===== src/design/lldpv_pkg.sv =====
// shared types, codes and widths of the lldp frame validator
package lldpv_pkg;

	localparam int unsigned SKIP_W  = 6;
	localparam int unsigned LEN_W   = 9;
	localparam int unsigned TYPE_W  = 7;
	localparam int unsigned CNT_W   = 8;
	localparam int unsigned ERR_W   = 3;
	localparam int unsigned REQ_W   = 2;
	localparam int unsigned CFG_IDX_W  = 1;
	localparam int unsigned CFG_DATA_W = 6;

	localparam logic [SKIP_W-1:0] HEADER_SKIP_RESET = 6'd14;
	localparam logic [REQ_W-1:0]  REQ_DONE = 2'd3;
	localparam logic [CNT_W-1:0]  CNT_MAX  = 8'd255;

	// configuration register indexes
	localparam logic [CFG_IDX_W-1:0] REG_HEADER_SKIP = 1'd0;
	localparam logic [CFG_IDX_W-1:0] REG_STRICT_END  = 1'd1;

	// verdict codes
	localparam logic [ERR_W-1:0] ERR_OK            = 3'd0;
	localparam logic [ERR_W-1:0] ERR_SHORT         = 3'd1;
	localparam logic [ERR_W-1:0] ERR_PAST_END      = 3'd2;
	localparam logic [ERR_W-1:0] ERR_END_MISPLACED = 3'd3;
	localparam logic [ERR_W-1:0] ERR_ORDER         = 3'd4;
	localparam logic [ERR_W-1:0] ERR_NO_END        = 3'd5;
	localparam logic [ERR_W-1:0] ERR_TOO_FEW       = 3'd6;

	typedef enum logic [5:0] {
		PH_SKIP      = 6'b000001,
		PH_HDR0      = 6'b000010,
		PH_HDR1      = 6'b000100,
		PH_VALUE     = 6'b001000,
		PH_AFTER_END = 6'b010000,
		PH_FAILED    = 6'b100000
	} phase_t;

	typedef struct packed {
		logic [SKIP_W-1:0] header_skip;
		logic              strict_end;
	} cfg_t;

	typedef struct packed {
		logic              packet_valid;
		logic [ERR_W-1:0]  error_code;
		logic [CNT_W-1:0]  tlv_count;
	} result_t;

endpackage


===== src/design/lldpv_tlv_fsm.sv =====
// per-frame tlv walker: state registers, next-state logic and verdict
module lldpv_tlv_fsm (
	input  logic                      clk,
	input  logic                      arst_n,
	input  lldpv_pkg::cfg_t           cfg,
	input  logic                      step,
	input  logic [7:0]                data,
	input  logic                      last,
	output lldpv_pkg::result_t        result
);
	import lldpv_pkg::*;

	phase_t            phase_q,   phase_d;
	logic [SKIP_W-1:0] skip_q,    skip_d;
	logic [LEN_W-1:0]  remain_q,  remain_d;
	logic              len_hi_q,  len_hi_d;
	logic [REQ_W-1:0]  req_q,     req_d;
	logic              end_q,     end_d;
	logic [ERR_W-1:0]  err_q,     err_d;
	logic              pend_q,    pend_d;
	logic [CNT_W-1:0]  cnt_q,     cnt_d;

	// byte processing and verdict on the updated state
	always_comb begin
		phase_t           work;
		logic [TYPE_W-1:0] tlv_type;
		logic              complete;
		logic [ERR_W-1:0]  code;
		phase_d  = phase_q;
		skip_d   = skip_q;
		remain_d = remain_q;
		len_hi_d = len_hi_q;
		req_d    = req_q;
		end_d    = end_q;
		err_d    = err_q;
		pend_d   = pend_q;
		cnt_d    = cnt_q;
		tlv_type = data[7:1];
		complete = 1'b0;
		work     = phase_q;
		code     = ERR_OK;

		// header skip: count the skipped bytes; once finished, this byte starts the first tlv
		if (phase_q == PH_SKIP) begin
			if (skip_q < cfg.header_skip) begin
				skip_d = SKIP_W'(skip_q + SKIP_W'(1));
			end else begin
				work = PH_HDR0;
			end
		end

		case (work)
			PH_HDR0: begin
				len_hi_d = data[0];
				if (tlv_type == '0) begin
					end_d = 1'b1;
				end else if (req_q < REQ_DONE) begin
					if (tlv_type != TYPE_W'(req_q) + TYPE_W'(1))
						pend_d = 1'b1;
					req_d = REQ_W'(req_q + REQ_W'(1));
				end
				phase_d = PH_HDR1;
			end
			PH_HDR1: begin
				remain_d = {len_hi_q, data};
				if (cnt_q != CNT_MAX)
					cnt_d = CNT_W'(cnt_q + CNT_W'(1));
				if (remain_d != '0)
					phase_d = PH_VALUE;
				else if (end_q)
					phase_d = PH_AFTER_END;
				else
					complete = 1'b1;
			end
			PH_VALUE: begin
				remain_d = LEN_W'(remain_q - LEN_W'(1));
				if (remain_d == '0)
					complete = 1'b1;
			end
			PH_AFTER_END: begin
				err_d   = ERR_END_MISPLACED;
				phase_d = PH_FAILED;
			end
			default: begin
			end
		endcase

		// whole tlv received
		if (complete) begin
			if (end_d) begin
				err_d   = ERR_END_MISPLACED;
				phase_d = PH_FAILED;
			end else if (pend_d) begin
				err_d   = ERR_ORDER;
				phase_d = PH_FAILED;
			end else begin
				phase_d = PH_HDR0;
			end
		end

		// verdict from the state after this byte
		if (err_d != ERR_OK) begin
			code = err_d;
		end else begin
			case (phase_d)
				PH_SKIP:  code = ERR_SHORT;
				PH_HDR1:  code = (cnt_d == '0) ? ERR_SHORT : ERR_PAST_END;
				PH_VALUE: code = ERR_PAST_END;
				PH_HDR0:  code = (cnt_d == '0) ? ERR_SHORT : ERR_OK;
				default:  code = ERR_OK;
			endcase
			if (code == ERR_OK) begin
				if (req_d < REQ_DONE)
					code = ERR_TOO_FEW;
				else if (!end_d && cfg.strict_end)
					code = ERR_NO_END;
			end
		end
		result.packet_valid = (code == ERR_OK);
		result.error_code   = code;
		result.tlv_count    = cnt_d;
	end

	// state registers, cleared at the end of every frame
	always_ff @(posedge clk or negedge arst_n) begin
		if (!arst_n) begin
			phase_q  <= PH_SKIP;
			skip_q   <= '0;
			remain_q <= '0;
			len_hi_q <= 1'b0;
			req_q    <= '0;
			end_q    <= 1'b0;
			err_q    <= ERR_OK;
			pend_q   <= 1'b0;
			cnt_q    <= '0;
		end else if (step) begin
			if (last) begin
				phase_q  <= PH_SKIP;
				skip_q   <= '0;
				remain_q <= '0;
				len_hi_q <= 1'b0;
				req_q    <= '0;
				end_q    <= 1'b0;
				err_q    <= ERR_OK;
				pend_q   <= 1'b0;
				cnt_q    <= '0;
			end else begin
				phase_q  <= phase_d;
				skip_q   <= skip_d;
				remain_q <= remain_d;
				len_hi_q <= len_hi_d;
				req_q    <= req_d;
				end_q    <= end_d;
				err_q    <= err_d;
				pend_q   <= pend_d;
				cnt_q    <= cnt_d;
			end
		end
	end

endmodule


===== src/design/lldp_packet_validator_core.sv =====
// top level of the lldp frame validator: input stage, tlv walker, verdict register
//
// usage
// - input channel: one frame byte per item (data_byte, last_byte) on
//   in_valid/in_ready; last_byte marks the final byte of a frame
// - output channel: one verdict per frame (packet_valid, error_code,
//   tlv_count) on out_valid/out_ready, given when the last byte is processed
// - config: cfg_we writes cfg_data to register cfg_index (0 header_skip,
//   1 strict_end); write only while no frame is in flight
// - throughput: one byte per cycle unless a last byte waits on a full verdict slot,
//   set by the combinational tlv walker between the input and verdict registers
// - verdict path: an accepted last byte passes the input register and then the
//   verdict register; a full verdict slot can hold it in the input stage
// - stall: while a verdict waits on out_ready, bytes that do not end a
//   frame keep flowing; a second last byte holds in the input stage
// - reset: header_skip returns to 14, strict_end to 0, all frame state
//   clears and both channels go empty
module lldp_packet_validator_core (
	input  logic                              clk,
	input  logic                              arst_n,
	input  logic                              in_valid,
	output logic                              in_ready,
	input  logic [7:0]                        data_byte,
	input  logic                              last_byte,
	output logic                              out_valid,
	input  logic                              out_ready,
	output logic                              packet_valid,
	output logic [lldpv_pkg::ERR_W-1:0]       error_code,
	output logic [lldpv_pkg::CNT_W-1:0]       tlv_count,
	input  logic                              cfg_we,
	input  logic [lldpv_pkg::CFG_IDX_W-1:0]   cfg_index,
	input  logic [lldpv_pkg::CFG_DATA_W-1:0]  cfg_data
);
	import lldpv_pkg::*;

	cfg_t       cfg_q;
	logic       valid_s1;
	logic [7:0] data_s1;
	logic       last_s1;
	logic       adv;
	result_t    result;
	result_t    res_q;
	logic       out_valid_q;

	// configuration registers
	always_ff @(posedge clk or negedge arst_n) begin
		if (!arst_n) begin
			cfg_q.header_skip <= HEADER_SKIP_RESET;
			cfg_q.strict_end  <= 1'b0;
		end else if (cfg_we) begin
			case (cfg_index)
				REG_HEADER_SKIP: cfg_q.header_skip <= cfg_data;
				REG_STRICT_END:  cfg_q.strict_end  <= cfg_data[0];
				default: begin
				end
			endcase
		end
	end

	// the stage item moves on unless it ends a frame and the verdict slot is full
	assign adv      = valid_s1 && (!last_s1 || !out_valid_q || out_ready);
	assign in_ready = !valid_s1 || adv;

	// input register
	always_ff @(posedge clk or negedge arst_n) begin
		if (!arst_n) begin
			valid_s1 <= 1'b0;
		end else if (in_ready) begin
			valid_s1 <= in_valid;
		end
	end

	always_ff @(posedge clk) begin
		if (in_ready && in_valid) begin
			data_s1 <= data_byte;
			last_s1 <= last_byte;
		end
	end

	lldpv_tlv_fsm u_fsm (
		.clk    (clk),
		.arst_n (arst_n),
		.cfg    (cfg_q),
		.step   (adv),
		.data   (data_s1),
		.last   (last_s1),
		.result (result)
	);

	// verdict register
	always_ff @(posedge clk or negedge arst_n) begin
		if (!arst_n) begin
			out_valid_q <= 1'b0;
		end else if (adv && last_s1) begin
			out_valid_q <= 1'b1;
		end else if (out_ready) begin
			out_valid_q <= 1'b0;
		end
	end

	always_ff @(posedge clk) begin
		if (adv && last_s1)
			res_q <= result;
	end

	assign out_valid    = out_valid_q;
	assign packet_valid = res_q.packet_valid;
	assign error_code   = res_q.error_code;
	assign tlv_count    = res_q.tlv_count;

`ifndef SYNTHESIS
	// an empty verdict slot never blocks the input
	a_ready_when_empty: assert property (@(posedge clk) disable iff (!arst_n)
		!out_valid_q |-> in_ready)
		else $error("input stalled with empty verdict slot");

	// the valid flag agrees with the code
	a_valid_matches_code: assert property (@(posedge clk) disable iff (!arst_n)
		out_valid_q |-> (packet_valid == (error_code == ERR_OK)))
		else $error("packet_valid disagrees with error_code");

	// a verdict is only produced when a last byte leaves the input stage
	a_verdict_from_last: assert property (@(posedge clk) disable iff (!arst_n)
		$rose(out_valid_q) |-> $past(adv && last_s1))
		else $error("verdict without a last byte");
`endif

endmodule

===== config.mk =====
export PLATFORM = sky130hd
export DESIGN_NAME = lldp_packet_validator_core
export DESIGN_NICKNAME = d
export VERILOG_FILES = /design/src/design/lldpv_pkg.sv /design/src/design/lldpv_tlv_fsm.sv /design/src/design/lldp_packet_validator_core.sv
export SDC_FILE = /design/constraint.sdc
export NUM_CORES = 1
export LEC_CHECK = 0
export BUFFER_PORTS_ARGS = -buffer_cell sky130_fd_sc_hd__buf_4
export CORE_UTILIZATION = 54
export CTS_CLUSTER_SIZE = 30
export DETAILED_ROUTE_END_ITERATION = 10
export PLACE_DENSITY_LB_ADDON = 0.15
export SLEW_MARGIN = 20
export SYNTH_ARGS = -nofsm -noshare
export SYNTH_HDL_FRONTEND = slang
export SYNTH_SLANG_ARGS = --single-unit

===== constraint.sdc =====
create_clock -name clk -period 3.5 [get_ports clk]
set_input_delay 0.875 -clock clk [delete_from_list [all_inputs] [get_ports clk]]
set_output_delay 0.875 -clock clk [all_outputs]
set_load 0.05 [all_outputs]

==> reports/summary.txt <==
TNS Setup - 0 ns
Hold buffers post-CTS - 0
Io pins - 35
Crit path depth - 7
Pwr dens - 573 nW/um^2
Most frequent cells in the layout - buf_4 (45), nand2_1 (42), dfrtp_1 (42)
Sequential area share after synthesis - 0.477
Largest net degree at the start of global routing - 47
WP buf/inv - 0
Worst EP arrival - 3.37 ns
CP Max Fanout - 7
Via count - 3146
Starting Density - 0.574
Actual slew at the worst max-slew pin - 0.667 ns
Drt total wl - 8140 um
Place WS - 0.223 ns
Status - complete, no violations
P&R area growth vs syn - 16.4%
Yosys warning count - 0
Crit Path Class - flop to flop
Worst EP required - 3.59 ns
GRT Util Overall - 0.238
Final Cycle Share - 0.938
CTS buffer count - 9
Nets - 468
Rows - 29
Diodes inserted - 0
CTS tree - built
Setup repair after global routing missed its margin - false
Detailed placer's ending HPWL - 5860 um
Placer congestion estimate - 0.906
Antenna Nets Post-Route - 0
CP endpoint kind - flop
Full die area - 7270 sq um
Global-route wire length before repair - 13600 um
Final Hold Fails - 0
Worst-path clk slew - 0.07 ns
R2R Setup Slk - 0.22 ns
CP peak stage delay - 0.61 ns
Count of cell types in the netlist - 61
Clk_skew - 0.00997 ns
WL per Instance - 15.7 um
Via density - 6.09
Post-CTS Resized - 0
Final WS setup - 0.218 ns
Post-route DRC violation count - 0
Worst Setup Start Kind - flop
Post-CTS setup buffer count - 0
Longest Clk Path Bufs - 2
Critical Path Source - u_fsm.phase_q[5]
Final setup vio count - 0
Die X - 85.3 um
FILL cells - 528
Slew HR - 0.551
Core ar. - 6530 sq um
CP top delay family - simple AND/OR/NAND/NOR gates
Number of synthesized flops with an enable pin - 21
Die Y - 85.3 um
CTS root buf - clkbuf_8
GRT overflow - 0
Leak - 1.90 nW
Worst setup path endpoint - error_code[1]
Syn Inst Count - 395
CP Cell Sequence - or4_4 -> nor4_1 -> mux2_1 -> or4_4 -> a2bb2oi_1 -> nor3b_1 -> or3_1
Most used cell, CP - or4_4
Clock Latency Late Sink - 0.35 ns
Top FF cell, synth - dfrtp_1
Max Slew Vio Count - 0
Antenna violations before repair - 0
Slowest cell on the critical path - or4_4
Vias in the first global route - 2922
Clock sink total - 67
Post-synth ARST share - 0.687
Seq cells post-synth - 67
Max-cap viol count - 0
F_max - 0.305 GHz
Hold Path Class - flop to flop
Hold slack - 0.513 ns
Initial DRC Count - 251
Synthesized area - 3750 sq um
Most common cell after layout, fill and taps aside - buf_4
Synthesized area per cell - 9.48 sq um
Final Critical Period - 3.28 ns
Layout cell share with drive strength beyond 1 - 0.175
H-tree depth - 3
Port Buffers - 34
IR drop worst, VDD - 0.384 mV
DR pass1 iterations - 5
Crit Reg-Reg Endpoint - error_code[1]
Syn nets - 428
FF-to-FF Start - u_fsm.phase_q[5]
R2R depth - 7
worst reg2reg max path: stages, from the launching register on:
cell and delay [ns]:
dfrtp_1 0.45, or4_4 0.62, nor4_1 0.41, mux2_1 0.36, or4_4 0.52, a2bb2oi_1 0.27, nor3b_1 0.10, or3_1 0.31
where the power goes:
group | switching, W | internal (W)
Sequential | 0.0000904 | 0.000916
Combinational | 0.000427 | 0.000283
Clock | 0.000306 | 0.000476
layout make-up:
type	count	area [sq um]	area share
Multi-Input combinational cell	296	1840	0.421
Timing Repair Buffer	45	338	0.0775
Clock inverter	6	115	0.0264
Inverter	16	60.1	0.0138
Tap cell	77	96.3	0.0221
Sequential cell	67	1790	0.410
Clock buffer	10	128	0.0293
through the flow:
stage	instance area (sq um)	util	power, W	instances
after global placement	4120	0.631	0.00170	501
after CTS	4360	0.668	0.00251	517
after floorplan	3750	-	0.00152	395
final	4360	0.668	0.00250	517
after detailed placement	4120	0.631	0.00172	501
after global routing	4360	0.668	0.00262	517
worst min path at each step:
stage	from	to	slack, ns	depth (start not counted)
3_5_place_dp	cfg_q[2]	cfg_q[2]	0.50	2
6_report	cfg_q[1]	cfg_q[1]	0.51	1
3_3_place_gp	cfg_q[1]	cfg_q[1]	0.50	1
5_1_grt	cfg_q[1]	cfg_q[1]	0.54	1
2_1_floorplan	cfg_q[0]	cfg_q[0]	0.48	1
4_1_cts	cfg_q[2]	cfg_q[2]	0.52	2
metal layers:
metal	vias to the layer above	global-route usage	routed length, um
met5	-	0	0
met3	9	0.0477	482
met2	117	0.378	3800
met1	1488	0.329	3740
li1	1532	-	-
met4	0	0.0833	110
cells in the mapped netlist, types with 5 or more instances:
master	count	area, sq um
o21ai_0	34	170
nand2b_1	5	31.3
nor2b_1	6	37.5
nand2_1	42	158
nor2_1	37	139
nand3_1	15	75.1
edfxtp_1	21	631
dfrtp_1	42	1050
inv_1	15	56.3
nor3_1	11	55.1
a21oi_1	23	115
clkbuf_1	15	56.3
xor2_1	5	43.8
ha_1	12	150
o21ai_1	7	35.0
a22o_1	7	61.3
nor4_1	9	56.3
sequential cells by signal, indices dropped and copies added, names as in the netlist, 6 cells and up:
| register | cells |
|---|---|
| tlv_count | 8 |
| u_fsm.phase_q | 6 |
| u_fsm.skip_q | 6 |
| u_fsm.remain_q | 9 |
| u_fsm.cnt_q | 8 |
| data_s1 | 8 |
| cfg_q | 7 |
cell families after synthesis:
group / share of synthesized area
adders and majority gates: 0.0401
AOI/OAI and AO/OA: 0.191
and+or+nand+nor: 0.214
muxes: 0.0291
xor gates and xnor gates: 0.0164
DFF: 0.477
buffers and inverters: 0.0324
No activity file was read; power rests on OpenSTA's default activity.
